===== config.mk =====
export PLATFORM = sky130hd
export DESIGN_NAME = ascii_morse_keyer_flat
export DESIGN_NICKNAME = d
export VERILOG_FILES = /design/src/design/amk_pkg.sv /design/src/design/amk_ifs.sv /design/src/design/amk_ctrl.sv /design/src/design/amk_dp.sv /design/src/design/ascii_morse_keyer.sv /design/src/flat_wrapper.sv
export SDC_FILE = /design/constraint.sdc
export NUM_CORES = 1
export LEC_CHECK = 0
export BUFFER_PORTS_ARGS = -buffer_cell sky130_fd_sc_hd__buf_4
export CAP_MARGIN = 15
export CORE_MARGIN = 3
export CORE_UTILIZATION = 45
export CTS_CLUSTER_SIZE = 16
export DETAILED_ROUTE_END_ITERATION = 6
export GPL_TIMING_DRIVEN = 0
export PLACE_DENSITY_LB_ADDON = 0.05
export SETUP_SLACK_MARGIN = 0.05
export SLEW_MARGIN = 0
export SYNTH_ARGS = -nofsm -noshare
export SYNTH_HDL_FRONTEND = slang
export SYNTH_HIERARCHICAL = 1
export SYNTH_SLANG_ARGS = --single-unit
export TNS_END_PERCENT = 5

===== constraint.sdc =====
create_clock -name clk -period 3.66 [get_ports clk]
set_input_delay 0.183 -clock clk [delete_from_list [all_inputs] [get_ports clk]]
set_output_delay 0.183 -clock clk [all_outputs]
set_load 0.01 [all_outputs]

===== src/design/amk_pkg.sv =====
package amk_pkg;

  localparam int CFG_DATA_W = 16;
  localparam int CFG_INDEX_W = 2;
  localparam int MAX_SYMS = 7;

  localparam logic [CFG_INDEX_W-1:0] REG_DOT = 2'd0;
  localparam logic [CFG_INDEX_W-1:0] REG_DASH = 2'd1;
  localparam logic [CFG_INDEX_W-1:0] REG_WORD_GAP = 2'd2;

  localparam logic [CFG_DATA_W-1:0] DOT_RESET = 16'd100;
  localparam logic [CFG_DATA_W-1:0] DASH_RESET = 16'd300;
  localparam logic [CFG_DATA_W-1:0] WORD_GAP_RESET = 16'd700;

  typedef logic [$clog2(MAX_SYMS+1)-1:0] sym_count_t;

  typedef struct packed {
    logic gap;
    sym_count_t len;
    logic [MAX_SYMS-1:0] bits;
  } code_t;

  typedef struct packed {
    logic load;
    logic emit_mark;
    logic emit_space;
  } cmd_t;

  typedef struct packed {
    logic empty;
    logic slot_free;
    logic last_sym;
  } stat_t;

  function automatic code_t morse_code(input logic [7:0] ch);
    logic [7:0] c;
    sym_count_t len;
    logic [MAX_SYMS-1:0] raw;
    logic gap;
    code_t r;
    c = (ch >= 8'h41 && ch <= 8'h5A) ? (ch | 8'h20) : ch;
    gap = 1'b0;
    case (c)
      "a": {len, raw} = {3'd2, 7'b01};
      "b": {len, raw} = {3'd4, 7'b1000};
      "c": {len, raw} = {3'd4, 7'b1010};
      "d": {len, raw} = {3'd3, 7'b100};
      "e": {len, raw} = {3'd1, 7'b0};
      "f": {len, raw} = {3'd4, 7'b0010};
      "g": {len, raw} = {3'd3, 7'b110};
      "h": {len, raw} = {3'd4, 7'b0000};
      "i": {len, raw} = {3'd2, 7'b00};
      "j": {len, raw} = {3'd4, 7'b0111};
      "k": {len, raw} = {3'd3, 7'b101};
      "l": {len, raw} = {3'd4, 7'b0100};
      "m": {len, raw} = {3'd2, 7'b11};
      "n": {len, raw} = {3'd2, 7'b10};
      "o": {len, raw} = {3'd3, 7'b111};
      "p": {len, raw} = {3'd4, 7'b0110};
      "q": {len, raw} = {3'd4, 7'b1101};
      "r": {len, raw} = {3'd3, 7'b010};
      "s": {len, raw} = {3'd3, 7'b000};
      "t": {len, raw} = {3'd1, 7'b1};
      "u": {len, raw} = {3'd3, 7'b001};
      "v": {len, raw} = {3'd4, 7'b0001};
      "w": {len, raw} = {3'd3, 7'b011};
      "x": {len, raw} = {3'd4, 7'b1001};
      "y": {len, raw} = {3'd4, 7'b1011};
      "z": {len, raw} = {3'd4, 7'b1100};
      "0": {len, raw} = {3'd5, 7'b11111};
      "1": {len, raw} = {3'd5, 7'b01111};
      "2": {len, raw} = {3'd5, 7'b00111};
      "3": {len, raw} = {3'd5, 7'b00011};
      "4": {len, raw} = {3'd5, 7'b00001};
      "5": {len, raw} = {3'd5, 7'b00000};
      "6": {len, raw} = {3'd5, 7'b10000};
      "7": {len, raw} = {3'd5, 7'b11000};
      "8": {len, raw} = {3'd5, 7'b11100};
      "9": {len, raw} = {3'd5, 7'b11110};
      8'h20, 8'h09: begin
        {len, raw} = {3'd1, 7'b0};
        gap = 1'b1;
      end
      ".": {len, raw} = {3'd6, 7'b010101};
      ",": {len, raw} = {3'd6, 7'b110011};
      "?": {len, raw} = {3'd6, 7'b001100};
      8'h27: {len, raw} = {3'd6, 7'b011110};
      "!": {len, raw} = {3'd6, 7'b101011};
      "/": {len, raw} = {3'd5, 7'b10010};
      "(": {len, raw} = {3'd5, 7'b10110};
      ")": {len, raw} = {3'd6, 7'b101101};
      "&": {len, raw} = {3'd5, 7'b01000};
      ":": {len, raw} = {3'd6, 7'b111000};
      ";": {len, raw} = {3'd6, 7'b101010};
      "=": {len, raw} = {3'd5, 7'b10001};
      "+": {len, raw} = {3'd5, 7'b01010};
      "-": {len, raw} = {3'd6, 7'b100001};
      "_": {len, raw} = {3'd6, 7'b001101};
      8'h22: {len, raw} = {3'd6, 7'b010010};
      "$": {len, raw} = {3'd7, 7'b0001001};
      "@": {len, raw} = {3'd6, 7'b011010};
      default: {len, raw} = {3'd0, 7'b0};
    endcase
    r.gap = gap;
    r.len = len;
    r.bits = raw << (3'd7 - len);
    return r;
  endfunction

endpackage


===== src/design/amk_ifs.sv =====
interface amk_in_if;
  logic valid;
  logic ready;
  logic [7:0] char_code;
  modport source (output valid, output char_code, input ready);
  modport sink (input valid, input char_code, output ready);
endinterface

interface amk_out_if #(parameter int HOLD_WIDTH = 16);
  logic valid;
  logic ready;
  logic lamp_on;
  logic [HOLD_WIDTH-1:0] hold_ticks;
  logic last_of_char;
  modport source (output valid, output lamp_on, output hold_ticks, output last_of_char,
                  input ready);
  modport sink (input valid, input lamp_on, input hold_ticks, input last_of_char,
                output ready);
endinterface

interface amk_cfg_if;
  logic valid;
  logic ready;
  logic [1:0] index;
  logic [15:0] data;
  modport source (output valid, output index, output data, input ready);
  modport sink (input valid, input index, input data, output ready);
endinterface


===== src/design/amk_ctrl.sv =====
module amk_ctrl
  import amk_pkg::*;
(
  input  logic  clk,
  input  logic  rst,
  input  logic  in_valid,
  output logic  in_ready,
  input  stat_t stat,
  output cmd_t  cmd
);

  localparam logic [1:0] S_IDLE = 2'd0;
  localparam logic [1:0] S_MARK = 2'd1;
  localparam logic [1:0] S_SPACE = 2'd2;

  logic [1:0] state;
  logic [1:0] state_next;

  assign in_ready = (state == S_IDLE);

  always_comb begin
    cmd = '0;
    state_next = state;
    unique case (state)
      S_IDLE: begin
        cmd.load = in_valid;
        if (in_valid && !stat.empty) state_next = S_MARK;
      end
      S_MARK: begin
        cmd.emit_mark = stat.slot_free;
        if (stat.slot_free) state_next = S_SPACE;
      end
      S_SPACE: begin
        cmd.emit_space = stat.slot_free;
        if (stat.slot_free) state_next = stat.last_sym ? S_IDLE : S_MARK;
      end
      default: state_next = S_IDLE;
    endcase
  end

  always_ff @(posedge clk) begin
    if (rst) state <= S_IDLE;
    else state <= state_next;
  end

  a_mark_then_space: assert property (@(posedge clk) disable iff (rst)
    (state == S_MARK && stat.slot_free) |=> (state == S_SPACE))
    else $error("mark not followed by space");

  a_last_to_idle: assert property (@(posedge clk) disable iff (rst)
    (state == S_SPACE && stat.slot_free && stat.last_sym) |=> in_ready)
    else $error("character end did not return to idle");

  a_emit_needs_slot: assert property (@(posedge clk) disable iff (rst)
    (cmd.emit_mark || cmd.emit_space) |-> stat.slot_free)
    else $error("result emitted over a pending one");

endmodule


===== src/design/amk_dp.sv =====
module amk_dp
  import amk_pkg::*;
#(
  parameter int HOLD_WIDTH = 16
) (
  input  logic        clk,
  input  logic        rst,
  input  logic [7:0]  char_code,
  input  cmd_t        cmd,
  output stat_t       stat,
  amk_cfg_if.sink     cfg,
  amk_out_if.source   sym
);

  logic [CFG_DATA_W-1:0] dot_ticks;
  logic [CFG_DATA_W-1:0] dash_ticks;
  logic [CFG_DATA_W-1:0] word_gap_ticks;

  code_t               code;
  logic [MAX_SYMS-1:0] pat;
  sym_count_t          rem;
  logic                gap;

  logic                  out_valid;
  logic                  out_lamp;
  logic [HOLD_WIDTH-1:0] out_hold;
  logic                  out_last;

  logic [CFG_DATA_W-1:0] sel;
  logic [HOLD_WIDTH-1:0] fit;

  assign cfg.ready = 1'b1;

  always_ff @(posedge clk) begin
    if (rst) begin
      dot_ticks <= DOT_RESET;
      dash_ticks <= DASH_RESET;
      word_gap_ticks <= WORD_GAP_RESET;
    end else if (cfg.valid) begin
      unique case (cfg.index)
        REG_DOT: dot_ticks <= cfg.data;
        REG_DASH: dash_ticks <= cfg.data;
        REG_WORD_GAP: word_gap_ticks <= cfg.data;
        default: ;
      endcase
    end
  end

  assign code = morse_code(char_code);

  always_ff @(posedge clk) begin
    if (cmd.load) begin
      pat <= code.bits;
      rem <= code.len;
      gap <= code.gap;
    end else if (cmd.emit_space) begin
      pat <= {pat[MAX_SYMS-2:0], 1'b0};
      rem <= rem - 3'd1;
    end
  end

  always_comb begin
    if (cmd.emit_space) sel = dot_ticks;
    else if (gap) sel = word_gap_ticks;
    else if (pat[MAX_SYMS-1]) sel = dash_ticks;
    else sel = dot_ticks;
  end

  if (HOLD_WIDTH > CFG_DATA_W) begin : g_wide
    assign fit = {{(HOLD_WIDTH-CFG_DATA_W){1'b0}}, sel};
  end else if (HOLD_WIDTH == CFG_DATA_W) begin : g_same
    assign fit = sel;
  end else begin : g_narrow
    assign fit = (|sel[CFG_DATA_W-1:HOLD_WIDTH]) ? '1 : sel[HOLD_WIDTH-1:0];
  end

  always_ff @(posedge clk) begin
    if (rst) out_valid <= 1'b0;
    else if (cmd.emit_mark || cmd.emit_space) out_valid <= 1'b1;
    else if (sym.ready) out_valid <= 1'b0;
  end

  always_ff @(posedge clk) begin
    if (cmd.emit_mark || cmd.emit_space) begin
      out_lamp <= cmd.emit_mark && !gap;
      out_hold <= fit;
      out_last <= cmd.emit_space && (rem == 3'd1);
    end
  end

  assign stat.empty = (code.len == 3'd0);
  assign stat.slot_free = !out_valid || sym.ready;
  assign stat.last_sym = (rem == 3'd1);

  assign sym.valid = out_valid;
  assign sym.lamp_on = out_lamp;
  assign sym.hold_ticks = out_hold;
  assign sym.last_of_char = out_last;

endmodule


===== src/design/ascii_morse_keyer.sv =====
// The request loads the pattern register; the first result is registered
// from it in the mark state. One result every cycle while the output accepts,
// two per symbol, for a character of n symbols (n up to 7); an unsupported
// byte yields none. Stalls hold the controller; the result register paces it.
// Reset (rst, synchronous): clears the controller and the result valid and
// reloads the timing registers with 100, 300 and 700.
module ascii_morse_keyer
  import amk_pkg::*;
#(
  parameter int HOLD_WIDTH = 16
) (
  input  logic      clk,
  input  logic      rst,
  amk_in_if.sink    chr,
  amk_out_if.source sym,
  amk_cfg_if.sink   cfg
);

  cmd_t  cmd;
  stat_t stat;

  amk_ctrl u_ctrl (
    .clk      (clk),
    .rst      (rst),
    .in_valid (chr.valid),
    .in_ready (chr.ready),
    .stat     (stat),
    .cmd      (cmd)
  );

  amk_dp #(
    .HOLD_WIDTH (HOLD_WIDTH)
  ) u_dp (
    .clk       (clk),
    .rst       (rst),
    .char_code (chr.char_code),
    .cmd       (cmd),
    .stat      (stat),
    .cfg       (cfg),
    .sym       (sym)
  );

endmodule

===== src/flat_wrapper.sv =====
// flat-port wrapper written by rule: the top's interface ports become plain ports
module ascii_morse_keyer_flat import amk_pkg::*;
#(
  parameter int HOLD_WIDTH = 16
)
  (clk, rst, chr_valid, chr_char_code, chr_ready, sym_valid, sym_lamp_on, sym_hold_ticks, sym_last_of_char, sym_ready, cfg_valid, cfg_index, cfg_data, cfg_ready);
  amk_in_if chr_i ();
  amk_out_if #(.HOLD_WIDTH(HOLD_WIDTH)) sym_i ();
  amk_cfg_if cfg_i ();
  input  logic clk;
  input  logic rst;
  input wire logic [$bits(chr_i.valid)-1:0] chr_valid;
  input wire logic [$bits(chr_i.char_code)-1:0] chr_char_code;
  output wire logic [$bits(chr_i.ready)-1:0] chr_ready;
  output wire logic [$bits(sym_i.valid)-1:0] sym_valid;
  output wire logic [$bits(sym_i.lamp_on)-1:0] sym_lamp_on;
  output wire logic [$bits(sym_i.hold_ticks)-1:0] sym_hold_ticks;
  output wire logic [$bits(sym_i.last_of_char)-1:0] sym_last_of_char;
  input wire logic [$bits(sym_i.ready)-1:0] sym_ready;
  input wire logic [$bits(cfg_i.valid)-1:0] cfg_valid;
  input wire logic [$bits(cfg_i.index)-1:0] cfg_index;
  input wire logic [$bits(cfg_i.data)-1:0] cfg_data;
  output wire logic [$bits(cfg_i.ready)-1:0] cfg_ready;
  assign chr_i.valid = chr_valid;
  assign chr_i.char_code = chr_char_code;
  assign chr_ready = chr_i.ready;
  assign sym_valid = sym_i.valid;
  assign sym_lamp_on = sym_i.lamp_on;
  assign sym_hold_ticks = sym_i.hold_ticks;
  assign sym_last_of_char = sym_i.last_of_char;
  assign sym_i.ready = sym_ready;
  assign cfg_i.valid = cfg_valid;
  assign cfg_i.index = cfg_index;
  assign cfg_i.data = cfg_data;
  assign cfg_ready = cfg_i.ready;
  ascii_morse_keyer #(.HOLD_WIDTH(HOLD_WIDTH)) u_core (.clk(clk), .rst(rst), .chr(chr_i), .sym(sym_i), .cfg(cfg_i));
endmodule

# Yosys cells after proc, flatten, opt, wreduce, memory -nomap -nowiden
# Index checks and enable logic that the tools add are counted.
# totals
wordCells	139
out_inout_bits	21
register_bits	80
# op_classes
muxes	21
n_eq_ne	64
reduce_logical	38
shift	1
addsub	2
magnitude_cmp	2
# ops
cell	count
== test 8 x 7 -> 1 bit (second input constant)	28
== test 8 x 6 -> 1 bit (second input constant)	27
case mux 6 bit (30 select lines)	1
two-way mux 16 bit	3
OR reduction 12 bit	2
case mux 3 bit (7 select lines)	1
OR reduction 2 bit	10
OR reduction 15 bit	1
two-way mux 7 bit	2
OR reduction 3 bit	3
== test 8 x 4 -> 1 bit (second input constant)	1
greater-or-equal comparator 8 x 7 -> 1 bit (second input constant)	1
<= comparator 8 x 7 -> 1 bit (second input constant)	1
OR reduction 4 bit	2
OR reduction 8 bit	1
two-way mux 1 bit	7
left shift 7 x 3 -> 7 bit	1
two-way mux 2 bit	3
two-way mux 3 bit	2
two-way mux 6 bit	1
case mux 2 bit (3 select lines)	1
AND reduction 2 bit	3
OR reduction 5 bit	1
== test 2 x 1 -> 1 bit (second input constant)	2
13 further kinds	23

# Depth between registers and ports, before layout
# Gate-level depths: netlist (run 1).
# depth
depth_word	11
depth_mapped	11
mapped_depth_nobuf	7

# Hierarchy
# The synthesis (run 1) kept the hierarchy.
# by_module_without_submodules
module	area_per_inst_um2	seq_area_each_um2	instances	cells_each
amk_dp	4660.7	1851.8	1	553
amk_ctrl	121.4	40.0	1	13

# Worst setup path before layout (run 1)
# OpenSTA, ideal clock, no wires.
# synth_timing
path_type	input port to flip-flop
start	input chr_char_code[1]
end	register u_core.u_dp.pat[5], data pin
path_slack_ps	1379
t_required_ps	3497
stages	8
arrival_ps	2119
setup_time_ps	163
path_cell_list	buf_4 -> or4_1 -> o32a_1 -> o21ai_2 -> or2_1 -> clkbuf_1 -> mux2_2 -> o221ai_1
# synth_via
elab_chain_len	9
# synth_rtl
element	line	text
start, declared	flat_wrapper.sv:13	input wire logic [$bits(chr_i.char_code)-1:0] chr_char_code;
greater-or-equal comparator 8 x 7 -> 1 bit or <= comparator 8 x 7 -> 1 bit (tied branches)	amk_pkg.sv:41	c = (ch >= 8'h41 && ch <= 8'h5A) ? (ch | 8'h20) : ch;
logical AND 1 bit	amk_pkg.sv:41	
two-way mux 6 bit *	amk_pkg.sv:41	
== test 8 x 6 -> 1 bit (tied with other cells)	amk_pkg.sv:43	case (c)
OR reduction 15 bit (no line) (tied with other cells)	-	
case mux 3 bit (7 select lines)	amk_pkg.sv:43	
subtractor 3 bit	amk_pkg.sv:106	r.bits = raw << (3'd7 - len);
left shift 7 x 3 -> 7 bit *	amk_pkg.sv:106	
two-way mux 7 bit *	amk_dp.sv:52	if (cmd.load) begin
end signal, assigned	amk_dp.sv:53	pat <= code.bits;
end signal, assigned	amk_dp.sv:57	pat <= {pat[MAX_SYMS-2:0], 1'b0};
end, declared	amk_dp.sv:20	logic [MAX_SYMS-1:0] pat;
# Mark *: on every way between the ends. The rest lies on a longest branch, timed or not.
# A chain may end at the register's enable or synchronous reset.

# Worst setup path in the final report (run 1)
# layout_timing
start	input chr_char_code[6]
end	register u_core.u_dp.pat[4], data pin
# layout_via
elab_chain_len	9
# layout_rtl
element	line
greater-or-equal comparator 8 x 7 -> 1 bit or <= comparator 8 x 7 -> 1 bit (tied branches)	amk_pkg.sv:41
logical AND 1 bit	amk_pkg.sv:41
two-way mux 6 bit	amk_pkg.sv:41
== test 8 x 6 -> 1 bit (tied with other cells)	amk_pkg.sv:43
OR reduction 15 bit (no line) (tied with other cells)	-
case mux 3 bit (7 select lines)	amk_pkg.sv:43
subtractor 3 bit	amk_pkg.sv:106
left shift 7 x 3 -> 7 bit *	amk_pkg.sv:106
two-way mux 7 bit *	amk_dp.sv:52
# Marks and branches as above.

==> key figures, run 1 <==
Logic synthesis
  • Synth area leaders: dfxtp_1 (21%), edfxtp_1 (18%), nand2_1 (10%)
  • Ys Warns: 6
  • Top_reg_cell synth: dfxtp_1
  • Ys async rst share: 0%
  • Sequential share of the synthesized area: 39.56%
  • Post-synthesis net count: approximately 600
  • FF+latch count, synth: 80
  • Count leader, synth: nand2_1
  • Post-synth cell types: between 70 and 80
  • Post-synth EDFFs: 29
  • Top cells by count, synth: nand2_1 (127), a21oi_1 (54), dfxtp_1 (51)
  • Post-synth top area cell: dfxtp_1
  • Average cell area after synthesis: between 8 and 9 sq um
  • Mapped Area: around 4800 sq um
  • Post-synth top area share: a little over a fifth
  • Synthesized instance count: 566

Setup path
  • CP top delay family: simple AND/OR/NAND/NOR gates
  • Data arrival time of the critical path: 2790 ps
  • Critical path class: input port to register
  • Slowest cell on crit path: nor3b_1
  • Critical path startpoint category: input port
  • Worst-path fanout max: 10
  • CP most frequent cell: nand3_1
  • Buffers and inverters on the worst path: 2
  • Sequence of cells on the critical path: buf_4 > clkbuf_1 > nor3b_1 > nand3_1 > and2_1 > nand3_1 > o21ai_2 > nand2b_1 > o221a_1
  • Setup crit end kind: register
  • CP max stage delay: between 800 and 900 ps
  • CP required: around 3800 ps

STA
  • Worst-margin pin slew: 948.8 ps
  • Setup TNS Final: 0 ps
  • Final hold vios: 0
  • Unrepaired setup endpoints after global routing: false
  • Worst hold slack: 46.10 ps
  • Period utilization: ~73%
  • Highest achievable clock rate: between 0.3 and 0.4 GHz
  • Fin crit period: roughly 2700 ps
  • Clock Skew: roughly 16 ps
  • Final Max Slew Viols: 0
  • Worst slew margin: a little over a third
  • Final setup violation count: 0

Route
  • # DRC: 0
  • Vias per std cell: around 6
  • Met1 WL: 5947 um
  • Starting DRT DRC Count: around 300
  • Top sig layer: met4
  • ANT nets after route: 0
  • DR WL/cell: ~19 um
  • Routed met3 length: 919 um
  • Total number of vias: 4619
  • Routed met2 length: around 7000 um
  • Total wire length: 14640 um
  • DRT Pass-1 Iters: 5

Floorplan
  • Row count: 37
  • DIE AREA: between 10000 and 15000 sq um
  • Die width: 109.1 um
  • Core area: approximately 10000 sq um
  • Starting Density: 46.32%
  • I/O pin cnt: 52
  • Die Span Y: ~110 um

Global routing
  • Initial antenna violation count: 0
  • Largest net degree at the start of global routing: 19
  • First-pass GRT wire length: between 20000 and 25000 um
  • GR Overflow Total: 0
  • Vias in the first global route: around 4400
  • Total GRT Usage: around a quarter

Pwr
  • VDD IR max: around 250 uV
  • Static Leak: approximately 0.002 uW
  • Pwr Density: about 380 nW/um^2

Clocking
  • Worst-Skew Late Latency: approximately 350 ps
  • Root Driver: clkbuf_8
  • Postcts setup bufs: 0
  • Max Root-Sink Buffers: 2
  • Clk pin slew, worst setup/hold paths: 90 ps
  • Num CTS Buffers: 9
  • Post-CTS sizing: 0
  • Htree depth: 3
  • Total clock sinks: 80
  • Count of hold-fix buffers inserted at cts: 0
  • CTS tree: yes

Placement
  • Input/output buffers: 49
  • Post-DP HPWL: about 10000 um
  • GPL Wtd Cong: ~0.95

Final layout
  • FF+latch area: 1892 sq um
  • Layout cell share with drive strength beyond 1: approximately 18%
  • ANT cells: 0
  • # fillers: between 900 and 1000
  • Nets: between 600 and 700
  • Layout Area Growth over Synthesis: 15.57%
  • Area of the multi-input gates: ~2500 sq um

Job
  • Max-Cap Viols: 0

Run status
  • Status: completed

Worst hold path
  • HP Class: input port to register
==> registers in the layout, summed over array words and instances, names as in the netlist <==
signal and flops:
u_core/u_dp/dash_ticks 16, u_core/u_dp/dot_ticks 16, u_core/u_dp/sym.hold_ticks 16, u_core/u_dp/word_gap_ticks 16
u_core/u_dp/pat 7, u_core/u_dp/rem 3, u_core/u_ctrl/state 2, u_core/u_dp/gap 1
u_core/u_dp/sym.lamp_on 1, u_core/u_dp/sym.last_of_char 1, u_core/u_dp/sym.valid 1
==> worst register-to-register path, cell delays in order, from the launching register on <==
cell	delay [ps]
dfxtp_1	320
nand2b_1	170
and3b_2	230
clkbuf_1	440
nor2_1	130
inv_1	640
==> layer usage <==
layer | vias up | track usage, %
met5 | - | 0
li1 | 2163 | -
met1 | 2197 | 29.13
met3 | 52 | 4.618
met4 | 0 | 14.16
met2 | 207 | 41.58
==> report_power, final <==
group / internal [uW] / switching [uW]
Combinational: 167 / 257
Clock: 330 / 360
Sequential: 987 / 22.2
Total: 1480 / 639
==> through the flow <==
stage,instances,instance area [sq um],total power [uW],worst slack [ps],utilization (%)
3_5_place_dp,751,5320,1447,750.3,51.53
4_1_cts,767,5527,2134,1093,53.53
5_1_grt,767,5527,2220,962.3,53.53
2_1_floorplan,566,4782,1292,1379,-
3_3_place_gp,751,5320,1443,735.2,51.53
6_report,767,5527,2123,972.8,53.53
==> cell families (layout without fill, tap and decap cells) <==
kind of cell	Yosys count	count (layout)	share of synthesized area, %
flops	80	80	39.56
simple gates	257	257	28.62
buf+inv	61	126	7.431
compound gates	153	153	21.35
mux	6	6	1.334
fa+ha+maj	2	2	0.5232
xor+xnor	6	6	1.099
other cells	1	1	0.07842
==> worst paths after layout <==
| check | depth (start not counted) | slack, ps | startpoint | endpoint |
|---|---|---|---|---|
| setup / recovery | 9 | 970 | chr_char_code[6] | u_core/u_dp/pat[4] |
| hold / removal | 2 | 50 | rst | u_core/u_ctrl/state[0] |
| setup reg to reg | 5 | 1360 | u_core/u_dp/sym.valid | u_core/u_dp/sym.hold_ticks[5] |
| hold reg to reg | 2 | 460 | u_core/u_dp/dash_ticks[11] | u_core/u_dp/dash_ticks[11] |
==> layout make-up <==
cell class	count	share of cell area, %
multi-input cells	425	45.87
flip-flops and latches	80	34.23
repair buffers	49	6.656
plain buffers	47	5.479
well taps	136	3.079
clock buffers	9	2.241
clock inverters	7	1.494
inverters	14	0.9509
==> cell usage in the layout (no fill, tap or decap), types with 4 or more instances in the layout <==
cell        n
a22oi_1    16
dfxtp_1    51
nand3b_1   17
or3_1       6
edfxtp_1   29
and3b_1     4
nand4_1     4
nor2b_1     9
nand2b_1   12
buf_4      57
xnor2_1     4
buf_6       8
inv_1      13
nor2_1     18
clkbuf_1   26
nor3_1      7
a21oi_1    54
and2_1      5
nor4_1      6
o21ai_0    28
clkbuf_8    9
nand2_1   127
nand3_1     6
or2_2       5
Power figures use the tool's default switching activity.
==> run 2: changes to the inputs <==
- ABC_AREA: default -> 1
- clock period: 3.66 -> 2.5 ns (I/O delays scaled with it)
==> run 2 against run 1 <==
Cell count increased by 11%. Die area fell by 4.5%. Critical path depth down 4. Cell area is 3.3% lower. Clock power rose by 23%. Sequential share of layout area up 1.2 points. Count of clock-buffer cells in the layout grew 2. Critical endpoint is now u_core/u_dp/sym.hold_ticks[9]. Largest power group unchanged.
==> key figures, run 2 <==
Floorplan
  • Die Span Y: 106.6 um
  • Starting Density: around 46%
  • Row count: 36
  • I/O pin cnt: 52
  • DIE AREA: 11360 sq um
  • Die width: 106.6 um
  • Core area: just under 10000 sq um

Pwr
  • Pwr Density: around 550 nW/um^2
  • Psw: 859.4 uW
  • Comb pwr share: about a fifth
  • VDD IR max: 248.0 uV
  • Clock power share: just under 30%
  • Switch share: slightly below 30%
  • Static Leak: approximately 0.0025 uW
  • P_int: 2065 uW
  • Reg power frac: approximately half

Placement
  • GPL Wtd Cong: around 0.97
  • Input/output buffers: 50
  • Placement Setup Slack: around 39 ps
  • Placed cell areas: 5095 sq um
  • Post-DP HPWL: roughly 9400 um
  • Placed cell count: 831

STA
  • Unrepaired setup endpoints after global routing: false
  • Highest achievable clock rate: between 0.4 and 0.5 GHz
  • Final worst setup slack: around 350 ps
  • Worst-margin pin slew: slightly above 800 ps
  • Fin crit period: ~2100 ps
  • Setup TNS Final: 0 ps
  • Period utilization: roughly 86%
  • Final setup violation count: 0
  • Final hold vios: 0
  • Final Max Slew Viols: 0
  • Clock Skew: roughly 11 ps
  • Worst slew margin: a little under half

Setup path
  • Slowest cell on crit path: o21ai_1
  • Critical path startpoint category: register
  • Data arrival time of the critical path: around 2300 ps
  • CP max stage delay: roughly 560 ps
  • Buffers and inverters on the worst path: 3
  • Critical path class: register to register
  • Worst-path fanout max: 10
  • Sequence of cells on the critical path: clkbuf_1 > o21ai_1 > clkbuf_1 > a32o_1 > inv_1
  • CP top delay family: buffers and inverters
  • CP required: between 2000 and 3000 ps
  • CP most frequent cell: clkbuf_1
  • Setup crit end kind: register

Worst hold path
  • HP Class: input port to register

Final layout
  • FF+latch area: around 1900 sq um
  • Core Util, Final: around 54%
  • ANT cells: 0
  • Area of the multi-input gates: ~2200 sq um
  • Design area: 5346 sq um
  • Most frequent cells in the layout: nand2_1 (142), nor2_1 (83), inv_1 (83), buf_4 (52), dfxtp_1 (51)
  • Most common cell after layout, fill and taps aside: nand2_1
  • Final Non-Filler Cells: 854
  • # fillers: 1002
  • Nets: between 700 and 800
  • Layout Area Growth over Synthesis: 17.42%
  • Layout cell share with drive strength beyond 1: approximately 14%

Route
  • Total wire length: roughly 13000 um
  • Vias per std cell: 5.359
  • Routed met2 length: between 6000 and 7000 um
  • Total number of vias: roughly 4600
  • ANT nets after route: 0
  • Met1 WL: 5503 um
  • Starting DRT DRC Count: 203
  • Top sig layer: met4
  • # DRC: 0
  • DR WL/cell: ~15 um
  • DRT Pass-1 Iters: 5
  • Routed met3 length: 668 um

Job
  • Max-Cap Viols: 0

Logic synthesis
  • Top_reg_cell synth: dfxtp_1
  • Average cell area after synthesis: 7.026 sq um
  • Post-synth EDFFs: 29
  • Post-synth cell types: 38
  • FF+latch count, synth: 80
  • Post-synthesis net count: 681
  • Count leader, synth: nand2_1
  • Ys async rst share: 0%
  • Top cells by count, synth: nand2_1 (143), inv_1 (83), nor2_1 (83)
  • Ys Warns: 6
  • Post-synth top area share: between 20 and 25%
  • Sequential share of the synthesized area: ~42%
  • Synth area leaders: dfxtp_1 (22%), edfxtp_1 (19%), nand2_1 (12%)
  • Synthesized instance count: 648
  • Post-synth top area cell: dfxtp_1
  • Mapped Area: about 4600 sq um

Global routing
  • Initial antenna violation count: 0
  • Total GRT Usage: about a quarter
  • Vias in the first global route: between 4000 and 5000
  • First-pass GRT wire length: ~21000 um
  • GR Overflow Total: 0
  • Largest net degree at the start of global routing: 19

Run status
  • Status: completed

Clocking
  • CTS tree: yes
  • Root Driver: clkbuf_8
  • Clk pin slew, worst setup/hold paths: 90 ps
  • Total clock sinks: 80
  • Htree depth: 3
  • Num CTS Buffers: 9
  • Max Root-Sink Buffers: 2
  • Worst-Skew Late Latency: 340 ps
[run 2: cell types whose count changed after synthesis, sizes merged, moves of 15 or more]
cell	previous run	this run
o21ai	33	56
nor2	18	93
a22oi	16	0
buf	21	6
a32o	0	16
nand2	127	145
nand3	6	45
nand3b	18	2
inv	13	97
a21oi	54	28
nand4	4	26
[run 2: logic make-up (layout without fill, tap and decap cells)]
kind of cell | Yosys count | count (layout) | share of synthesized area (%)
buf+inv | 124 | 197 | 10.72
compound gates | 115 | 115 | 15.31
simple gates | 325 | 325 | 31.60
other cells | 1 | 1 | 0.08236
fa+ha+maj | 2 | 2 | 0.5495
flops | 80 | 80 | 41.55
xor+xnor | 1 | 1 | 0.1924
[run 2: timing repair]
item	in CTS	in global routing
endpoints found under the hold margin	7	0
gates resized for setup	1	1
setup endpoints to repair	10	18
setup buffers	0	0
hold buffers	7	0
pin swaps	0	0
[run 2: path summary, 6_finish.rpt]
check                            startpoint                            end  slack [ps]  depth (start not counted)
hold reg to reg   u_core/u_dp/dash_ticks[5]      u_core/u_dp/dash_ticks[5]         460                          2
setup / recovery            u_core/u_dp/gap  u_core/u_dp/sym.hold_ticks[9]         350                          5
hold / removal                 cfg_data[13]     u_core/u_dp/dash_ticks[13]          20                          3
setup reg to reg            u_core/u_dp/gap  u_core/u_dp/sym.hold_ticks[9]         350                          5
[run 2: power by group through the flow]
stage          Combinational, uW  Sequential, uW  Clock, uW
2_1_floorplan                359            1530          0
3_3_place_gp                 563            1520          0
3_5_place_dp                 570            1530          0
4_1_cts                      583            1490        877
5_1_grt                      657            1510        934
6_report                     584            1490        847
[run 2: per-stage QoR]
| step | hold slack, ps | power [uW] |
|---|---|---|
| finish | 18.64 | 2924 |
| detailed placement | 323.0 | 2095 |
| global placement | 326.3 | 2086 |
| global route | 3.185 | 3097 |
| floorplan | 194.4 | 1888 |
| CTS | 2.605 | 2955 |
[run 2: worst reg2reg max path, stage by stage, from the launching register on]
cell and delay [ps]:
edfxtp_1 360, clkbuf_1 250, o21ai_1 560, clkbuf_1 480
a32o_1 210, inv_1 40
[run 2: metal layers]
layer,vias up,global-route usage [%]
met2,157,40.47
li1,2283,-
met4,0,9.954
met5,-,0
met3,35,4.696
met1,2102,28.50
[run 2: area by class of cell]
type                       instances  area share [%]
clock inverter                     5          0.6085
sequential                        80           35.38
buffer                            26           2.247
clock buffer                      11           2.645
tap                              133           3.113
timing repair buffer              57           8.331
multi-input combinational        444           40.79
inverter                          98           6.880
==> run 3: changes to the inputs <==
- CORE_MARGIN: 3 -> default
- MAX_ROUTING_LAYER: default -> met4
==> run 3 against run 2 <==
Via count increased by 0.44%. Setup slack worse by 110 ps. Sequential cell count did not move. Cell count up 0.82%. Clock skew rose by 3.1 ps. Sequential share of layout area fell by 0.51 points. Cell area is 1.5% higher. Hold slack got worse by 4.9 ps. Global-route usage is 3.3 points higher. Highest routed layer unchanged.
==> key figures, run 3 (synthesized netlist as in run 2, its figures left out) <==
Run status
  • Status: completed

Route
  • Total wire length: approximately 13000 um
  • DR WL/cell: approximately 15 um
  • Starting DRT DRC Count: 195
  • ANT nets after route: 0
  • Vias per std cell: about 5.3
  • Total number of vias: between 4000 and 5000
  • DRT Pass-1 Iters: 7
  • # DRC: 0

Global routing
  • Initial antenna violation count: 0
  • GR Overflow Total: 0
  • Vias in the first global route: roughly 4300
  • Total GRT Usage: 26.75%
  • Largest net degree at the start of global routing: 19
  • First-pass GRT wire length: just over 20000 um

Floorplan
  • Core area: approximately 9800 sq um
  • Starting Density: a little under half
  • Die Span Y: 102.6 um
  • I/O pin cnt: between 50 and 60
  • Row count: 36
  • DIE AREA: about 11000 sq um
  • Die width: 102.6 um

Clocking
  • Htree depth: 3
  • Root Driver: clkbuf_8
  • Num CTS Buffers: 9
  • CTS tree: yes
  • Total clock sinks: 80
  • Worst-Skew Late Latency: 360 ps
  • Clk pin slew, worst setup/hold paths: about 90 ps
  • Max Root-Sink Buffers: 2

STA
  • Setup TNS Final: 0 ps
  • Highest achievable clock rate: ~0.44 GHz
  • Fin crit period: ~2300 ps
  • Period utilization: 90.21%
  • Worst-margin pin slew: ~800 ps
  • Final Max Slew Viols: 0
  • Final hold vios: 0
  • Clock Skew: 14.06 ps
  • Unrepaired setup endpoints after global routing: true
  • Final setup violation count: 0
  • Worst slew margin: approximately 46%

Final layout
  • # fillers: 995
  • Design area: 5425 sq um
  • Layout Area Growth over Synthesis: 19.15%
  • Nets: about 760
  • ANT cells: 0
  • Most common cell after layout, fill and taps aside: nand2_1
  • Layout cell share with drive strength beyond 1: between 10% and 20%
  • Most frequent cells in the layout: nand2_1 (142), nor2_1 (83), inv_1 (83), buf_4 (52), dfxtp_1 (51)
  • Core Util, Final: 55.50%

Setup path
  • Crit path from: chr_char_code[2]
  • Reg-to-reg critical path endpoint: u_core/u_dp/sym.hold_ticks[9]
  • Critical path class: input port to register
  • Critical path startpoint category: input port
  • RR Startpoint: u_core/u_dp/gap
  • CP required: about 2600 ps
  • Reg2Reg Depth: 5
  • Data arrival time of the critical path: around 2400 ps
  • Worst-path fanout max: 10
  • R2r setup slk: 390 ps
  • Setup crit end kind: register
  • Critical Path End: u_core/u_dp/pat[4]

Placement
  • Post-DP HPWL: approximately 9600 um
  • GPL Wtd Cong: about 0.95
  • Placed cell areas: approximately 5100 sq um
  • Input/output buffers: 50

Pwr
  • Pwr Density: approximately 550 nW/um^2
  • Static Leak: between 0.002 and 0.003 uW
  • VDD IR max: roughly 270 uV

Worst hold path
  • HP Class: input port to register

Job
  • Max-Cap Viols: 0
## run 3: worst min-delay path by stage
stage	slack (ps)	start	end	cells past startpoint
after global routing	20	cfg_data[0]	u_core/u_dp/dash_ticks[0]	3
final	10	cfg_data[1]	u_core/u_dp/dash_ticks[1]	3
after global placement	330	rst	u_core/u_dp/sym.valid	2
after detailed placement	330	rst	u_core/u_dp/sym.valid	2
after CTS	0.9	cfg_data[0]	u_core/u_dp/dash_ticks[0]	3
after floorplan	190	rst	u_core/u_dp/sym.valid	1
## run 3: final cells by class
class                      count  area, sq um  area share, %
tap                          133        166.4          3.067
clock buffer                   9        123.9          2.283
clock inverter                 7        58.81          1.084
inverter                      98        367.9          6.780
timing repair buffer          64        515.5          9.502
buffer                        26        120.1          2.214
multi-input combinational    444         2181          40.20
sequential                    80         1892          34.87
## run 3: worst max-delay path, stage by stage
cell,delay [ps]
buf_4,120
nor2_1,230
nand2_1,130
inv_1,170
o21ai_1,90
nand2_1,110
nand2_2,90
buf_6,150
buf_6,140
nand3_1,60
a21oi_1,50
nor2_1,140
nand2_1,90
nor2_1,200
nand3_1,120
nand3_1,90
nand2_1,50
nor2_1,150
nor2_1,70
## run 3: power breakdown
part           leakage, uW  switching [uW]  total [uW]  internal [uW]
Combinational      0.00172             366         592            226
Clock            0.0000891             526         905            378
Sequential        0.000696            34.6        1500           1460
Total              0.00250             927        2990           2070
## run 3: stage by stage
stage                     worst slack (ps)  hold slack (ps)  cells  total power (uW)
final                                244.8            13.74    861              2993
after global routing                 35.26            16.18    861              3144
after CTS                            63.63           0.8591    861              3016
after detailed placement            -97.95            326.8    831              2099
after global placement              -10.47            326.2    831              2087
after floorplan                      568.9            194.4    648              1888
## run 3: per-layer routing
layer	vias up	GRT usage (%)	part of all wire (%)
met4	0	12.31	2.6
met3	25	4.610	5.2
met2	137	46.51	50
met1	2139	29.81	42
met5	-	-	0
li1	2296	-	-
## run 3: what timing repair did
action | 4_1_cts | 5_1_grt
setup buffers | 0 | 0
setup endpoints to repair | 10 | 19
hold buffers | 14 | 0
gates resized for setup | 1 | 1
endpoints found under the hold margin | 18 | 0
